`src/bvdw_pkg.sv`:
```
// Shared types, constants and helper functions for the buffered vdW pair unit.
package bvdw_pkg;

    // Internal magnitudes use 32 fraction bits
    localparam logic [63:0] ONE_Q32 = 64'd1 << 32;
    localparam logic [63:0] K_107   = ((64'd107 << 32) + 64'd50) / 64'd100;
    localparam logic [63:0] K_007   = ((64'd7 << 32) + 64'd50) / 64'd100;
    localparam logic [63:0] K_112   = ((64'd112 << 32) + 64'd50) / 64'd100;
    localparam logic [63:0] K_012   = ((64'd12 << 32) + 64'd50) / 64'd100;
    localparam logic [63:0] K_784   = ((64'd784 << 32) + 64'd50) / 64'd100;
    localparam logic [63:0] K_14    = 64'd14 << 32;
    localparam logic [63:0] K_2     = 64'd2 << 32;
    localparam logic [63:0] K_001   = ((64'd1 << 32) + 64'd50) / 64'd100;
    localparam logic [63:0] SAT_MAX = {64{1'b1}};
    localparam int          P_FRAC  = 26;

    // Queue between front and back
    localparam int QDEPTH = 2;
    localparam int QPTR_W = 1;

    // One classified pair
    typedef struct packed {
        logic [23:0]        pair_distance;
        logic signed [23:0] delta_x;
        logic signed [23:0] delta_y;
        logic signed [23:0] delta_z;
        logic [23:0]        pair_radius;
        logic [19:0]        well_depth;
        logic               last_pair;
        logic               zero_dist;
    } t_item;

    // Front to back hand-over
    typedef struct packed {
        logic  valid;
        t_item item;
    } t_q2b;

    // Operation request to the arithmetic units
    typedef struct packed {
        logic        start;
        logic [63:0] a;
        logic [63:0] b;
        logic [5:0]  sh;
    } t_op;

    // Unit result
    typedef struct packed {
        logic        done;
        logic [63:0] res;
    } t_res;

    // Clamp a magnitude with sign to a 40 bit two's complement value
    function automatic logic signed [39:0] sat40(input logic [63:0] mag, input logic neg);
        logic [63:0] lim;
        logic [63:0] m;
        begin
            lim = 64'd1 << 39;
            m   = mag;
            if (neg) begin
                if (m > lim) m = lim;
                sat40 = 40'(64'd0 - m);
            end else begin
                if (m > lim - 64'd1) m = lim - 64'd1;
                sat40 = 40'(m);
            end
        end
    endfunction

endpackage

```
`src/bvdw_front.sv`:
```
// Front end: accepts pairs, classifies them and queues them for the back end.
module bvdw_front (
    input  logic                  i_clk,
    input  logic                  i_rst_n,
    input  logic                  i_valid,
    output logic                  o_stall,
    input  logic [23:0]           i_pair_distance,
    input  logic signed [23:0]    i_delta_x,
    input  logic signed [23:0]    i_delta_y,
    input  logic signed [23:0]    i_delta_z,
    input  logic [23:0]           i_pair_radius,
    input  logic [19:0]           i_well_depth,
    input  logic                  i_last_pair,
    input  logic                  i_pop,
    output bvdw_pkg::t_q2b        o_q2b
);

    bvdw_pkg::t_item r_q [bvdw_pkg::QDEPTH];
    logic [bvdw_pkg::QPTR_W-1:0] r_wp, r_rp;
    logic [bvdw_pkg::QPTR_W:0]   r_cnt;
    bvdw_pkg::t_item n_item;
    logic push, pop;

    // Classify: zero radius becomes one LSB, flag zero distance
    always_comb begin
        n_item.pair_distance = i_pair_distance;
        n_item.delta_x       = i_delta_x;
        n_item.delta_y       = i_delta_y;
        n_item.delta_z       = i_delta_z;
        n_item.pair_radius   = (i_pair_radius == 24'd0) ? 24'd1 : i_pair_radius;
        n_item.well_depth    = i_well_depth;
        n_item.last_pair     = i_last_pair;
        n_item.zero_dist     = (i_pair_distance == 24'd0);
    end

    assign o_stall = (r_cnt == (bvdw_pkg::QPTR_W+1)'(bvdw_pkg::QDEPTH));
    assign push    = i_valid && !o_stall;
    assign pop     = i_pop && (r_cnt != '0);

    // Queue storage
    always_ff @(posedge i_clk) begin
        if (push) r_q[r_wp] <= n_item;
    end

    // Queue pointers
    always_ff @(posedge i_clk) begin
        if (!i_rst_n) begin
            r_wp  <= '0;
            r_rp  <= '0;
            r_cnt <= '0;
        end else begin
            if (push) r_wp <= r_wp + 1'b1;
            if (pop)  r_rp <= r_rp + 1'b1;
            r_cnt <= r_cnt + (bvdw_pkg::QPTR_W+1)'(push) - (bvdw_pkg::QPTR_W+1)'(pop);
        end
    end

    assign o_q2b.valid = (r_cnt != '0);
    assign o_q2b.item  = r_q[r_rp];

endmodule

```
`config.mk`:
```
export PLATFORM = sky130hd
export DESIGN_NAME = bvdw_front
export DESIGN_NICKNAME = d
export VERILOG_FILES = /design/src/bvdw_pkg.sv /design/src/bvdw_front.sv
export SDC_FILE = /design/constraint.sdc
export NUM_CORES = 1
export LEC_CHECK = 0
export BUFFER_PORTS_ARGS = -buffer_cell sky130_fd_sc_hd__clkbuf_2
export CAP_MARGIN = 25
export CELL_PAD_IN_SITES_DETAIL_PLACEMENT = 2
export CELL_PAD_IN_SITES_GLOBAL_PLACEMENT = 2
export CORE_MARGIN = 8
export CORE_UTILIZATION = 43
export CTS_BUF_LIST = sky130_fd_sc_hd__clkbuf_4 sky130_fd_sc_hd__clkbuf_8
export DETAILED_ROUTE_END_ITERATION = 10
export GPL_ROUTABILITY_DRIVEN = 0
export GPL_TIMING_DRIVEN = 1
export MAX_ROUTING_LAYER = met4
export PLACE_DENSITY = 0.93
export SLEW_MARGIN = 5
export SYNTH_ARGS = -nofsm -noshare
export SYNTH_HDL_FRONTEND = slang
export SYNTH_SLANG_ARGS = --single-unit
```
`constraint.sdc`:
```
create_clock -name i_clk -period 8.65 [get_ports i_clk]
set_clock_uncertainty 0.05 [all_clocks]
set_input_delay 0.4325 -clock i_clk [delete_from_list [all_inputs] [get_ports i_clk]]
set_output_delay 0.4325 -clock i_clk [all_outputs]
set_load 0.005 [all_outputs]
```
**Word-level counts from Yosys, hierarchy flattened**

Memories as Yosys holds them, arrays and structs flattened. A register that Yosys moved wholly into a read port is not among the register bits.
Cells that the tools add are included.
W data, S select, Z words.

- Bits in writable memories: 284
- Output and inout port bits: 144
- Register bits after elaboration: 4
- Memories: 1

Memory list:

| name | depth | width | rd ports | clocked after memory_dff | write ports | line | RTL |
|---|---|---|---|---|---|---|---|
| r_q | 2 | 142 | 1 | 1 | 1 | bvdw_front.sv:18 | `bvdw_pkg::t_item r_q [bvdw_pkg::QDEPTH];` |

- Reductions and logical operators: 6
- Equal/unequal tests: 1
- Mux-type cells: 5
- Add/sub/neg operators: 4

Operators by type and width:

| operator | number |
|---|---|
| $logic_not A24 Y1 | 2 |
| $mux W24 | 1 |
| $mux W1 | 4 |
| $add A1 B1 Y1 const B | 2 |
| $add A2 B1 Y2 | 1 |
| $eq A2 B2 Y1 const B | 1 |
| $logic_and A1 B1 Y1 | 2 |
| $reduce_bool A2 Y1 | 1 |
| $sub A2 B1 Y2 | 1 |
| $logic_not A1 Y1 | 1 |

**Longest topological paths before layout**

- Depth after elaboration: 5
- Mapped depth: 8
- Gate-level depth less buffers: 8

**Least setup slack after synthesis**

Ideal clock, no wire load.

- Path type: register to register
- Start point: register r_cnt[0] in the netlist's numbering
- End point: memory r_q[1][0] in the netlist's numbering (enable)
- Setup time: 0.519 ns
- Path slack: 4.306 ns
- Period minus slack after synthesis: 4.344 ns
- Stages on the path, launching flop included: 3
- Arrival: 3.775 ns
- Path through: dfxtp_1 > nand2b_2 > and3_1

- Cells in the longest elaborated chain, start to end: 5

RTL lines:

| element | line | RTL |
|---|---|---|
| start: declaration | bvdw_front.sv:20 | `logic [bvdw_pkg::QPTR_W:0] r_cnt;` |
| start signal: assignment | bvdw_front.sv:54 | `r_cnt <= r_cnt + (bvdw_pkg::QPTR_W+1)'(push) - (bvdw_pkg::QPTR_W+1)'(pop);` |
| $eq A2 B2 Y1 | bvdw_front.sv:36 | `assign o_stall = (r_cnt == (bvdw_pkg::QPTR_W+1)'(bvdw_pkg::QDEPTH));` |
| $logic_not A1 Y1 | bvdw_front.sv:37 | `assign push = i_valid && !o_stall;` |
| $logic_and A1 B1 Y1 | bvdw_front.sv:37 |  |
| $mux W1 | bvdw_front.sv:42 | `if (push) r_q[r_wp] <= n_item;` |
| $mux W1 (implied by the code) | bvdw_front.sv:42 |  |
| end: declaration | bvdw_front.sv:18 |  |

No other way between the ends.

==> out/metrics.yaml <==
status: "finished clean"
mappedNetlistArea_um2: 11000
path_clk_slew_ns: 0.08
core-area_um2: 25180
p_leak_nw: 5.421
route.detailed.drc: 0
wl_per_cell_um: 26.67
rsz0062_at_grt: "false"
start_kind: "register"
layout-drive-gt1-share_pct: 58.83
antenna_found_initial: 6
cts_made_buffers: 48
setup_viol: 0
dieArea_um2: 30960
path_buf_inv: 3
drv_cap: 0
drtIter0Drc: 324
crit_path_cell_trace: "buf_4, buf_12, mux2_2, clkbuf_2"
grt_pass1_vias: 6858
cts_tree: "built"
insertion_delay_ns: 0.53
ys_ff_latch: 289
die-height_um: 176.0
slowest_delay_ns: 0.77
synth.avg_cell_area_um2: 21.53
yosys.area.top_type: "edfxtp_1"
finalInstanceArea_um2: 13890
track_usage_pct: 20.71
fillers: 2218
synth_area_leaders: "edfxtp_1, mux2_4, mux2_2"
yosysTopAreaCellShare_pct: 77.52
hold_path_class: "input port to register"
worstPathMaxFanout: 44
worstMarginPinSlew_ns: 0.9314
start_util_pct: 43.69
critPathCaptureType: "primary output"
place_ws_ns: 5.698
syn-num-nets: 658
setup_slack_ns: 5.325
period_share_pct: 38.44
fin_nets: 982
antenna_left: 0
slowest_stage: "dfxtp_4"
dp_hpwl_um: 21960
min_period_ns: 3.325
worst_slew_margin_rel_pct: 37.90
rows: 58
grt_pass1_wl_um: 46020
drv_slew: 0
overflow: 0
power_density_nw_per_um2: 301.6
via_count: 5919
grt_max_degree: 91
max_freq_mhz: 300.8
power_w: 0.004191
crit_type: "register to primary output"
h-tree-depth: 2
dpl_cell_area_um2: 12700
hold_violations: 0
ys.warnings.count: 0
required_ns: 8.17
viasPerCell: 4.904
cts.path.max_buffers: 3
syn2layout_area_growth_pct: 26.29
ios: 289
finish.utilization_pct: 55.18
die_w_um: 176.0
synth_cell_types: 25
seq_area_frac_synth_pct: 78.43
vdd.ir_drop.worst_uv: 152.1
final.setup.tns_ns: 0
root_buffer: "clkbuf_8"
wl_um: 32190
arrival_ns: 2.84
rrSetupSlack_ns: 5.79
cpLargestDelayFamily: "buffers and inverters"
dr.pass1.iters: 4
io_buffers: 288
synth_cells: 511
cts.sinks: 289
## cell usage in the layout (no fill, tap or decap), types with 3 or more instances in the layout
cell type / instances
buf_4: 4
bufinv_16: 3
clkbuf_2: 288
clkbuf_4: 9
clkbuf_8: 52
clkinv_1: 15
clkinv_2: 7
dfxtp_1: 4
diode_2: 5
dlygate4sd3_1: 19
edfxtp_1: 284
inv_1: 4
mux2_2: 62
mux2_4: 80
nand2_1: 3
nor2_1: 4
nor4_1: 12
## state kept, by name, indices dropped and copies added (netlist names), named ones only
register,cells
r_rp,1
r_wp,1
r_cnt,2
r_q,284
## layer usage
metal	GRT usage (%)	wire [um]	up-vias
li1	-	-	2662
met2	36.57	17010	248
met4	4.945	615	0
met5	-	0	-
met1	22.87	12290	2967
met3	5.875	2275	42
## synth_stat cells
cell type  count
xnor2_1        1
clkbuf_1      23
ha_1           2
or3_1          1
o21a_1         1
nand2b_2       1
buf_6         10
nand4_1        2
or2_2          1
nor4_1        12
nor3_1         1
and2_1         2
a21oi_1        1
nand2_1        3
nor2_1         4
o21bai_1       1
mux2_2        62
edfxtp_1     284
inv_1          5
mux2_4        80
dfxtp_1        5
and3_1         1
buf_2          6
o21ai_0        1
xor2_1         1
## final timing paths
check                                   from          to  cells after the start
worst min-delay path            i_delta_y[1]  r_q[1][71]                      1
worst max-delay path                register  o_q2b[132]                      4
worst min register to register          r_wp        r_wp                      2
worst max register to register      r_cnt[0]  r_q[0][54]                      5
## through the flow
stage	hold slack, ns	std cells
after detailed placement	0.4608	1095
after global routing	0.003864	1207
after floorplan	0.4081	511
after CTS	0.0002213	1201
final	0.02761	1207
after global placement	0.4370	1094
## kinds of logic (layout without fill, tap and decap cells)
logic type / after synthesis / in the layout / share of synthesized area (%)
muxes: 142 / 142 / 17.26
and+or+nand+nor: 28 / 28 / 1.444
adders and majority gates: 2 / 2 / 0.2274
AOI/OAI and AO/OA: 4 / 4 / 0.2274
buffers and inverters: 44 / 405 / 2.252
xor gates and xnor gates: 2 / 2 / 0.1592
DFF: 289 / 289 / 78.43
other: 0 / 5 / 0
## layout make-up
cell class | count | area, um^2 | share of cell area (%)
flip-flops and latches | 289 | 8632 | 62.13
inverters | 5 | 23.77 | 0.1711
repair buffers | 313 | 1709 | 12.30
clock buffers | 61 | 783.3 | 5.637
diodes | 5 | 12.51 | 0.09005
clock inverters | 26 | 190.2 | 1.369
multi-input cells | 178 | 2131 | 15.34
well taps | 330 | 412.9 | 2.972
## what timing repair did
item,in CTS,in global routing
buffers inserted,0,0
resized for setup,0,0
hold buffers,19,0
endpoints found under the hold margin,33,0
## power by group
part           internal [W]  switching (W)
Clock              0.000684       0.000557
Combinational      0.000535       0.000524
Sequential          0.00179       0.000102
Note: power is estimated with default switching activity, not from simulation.
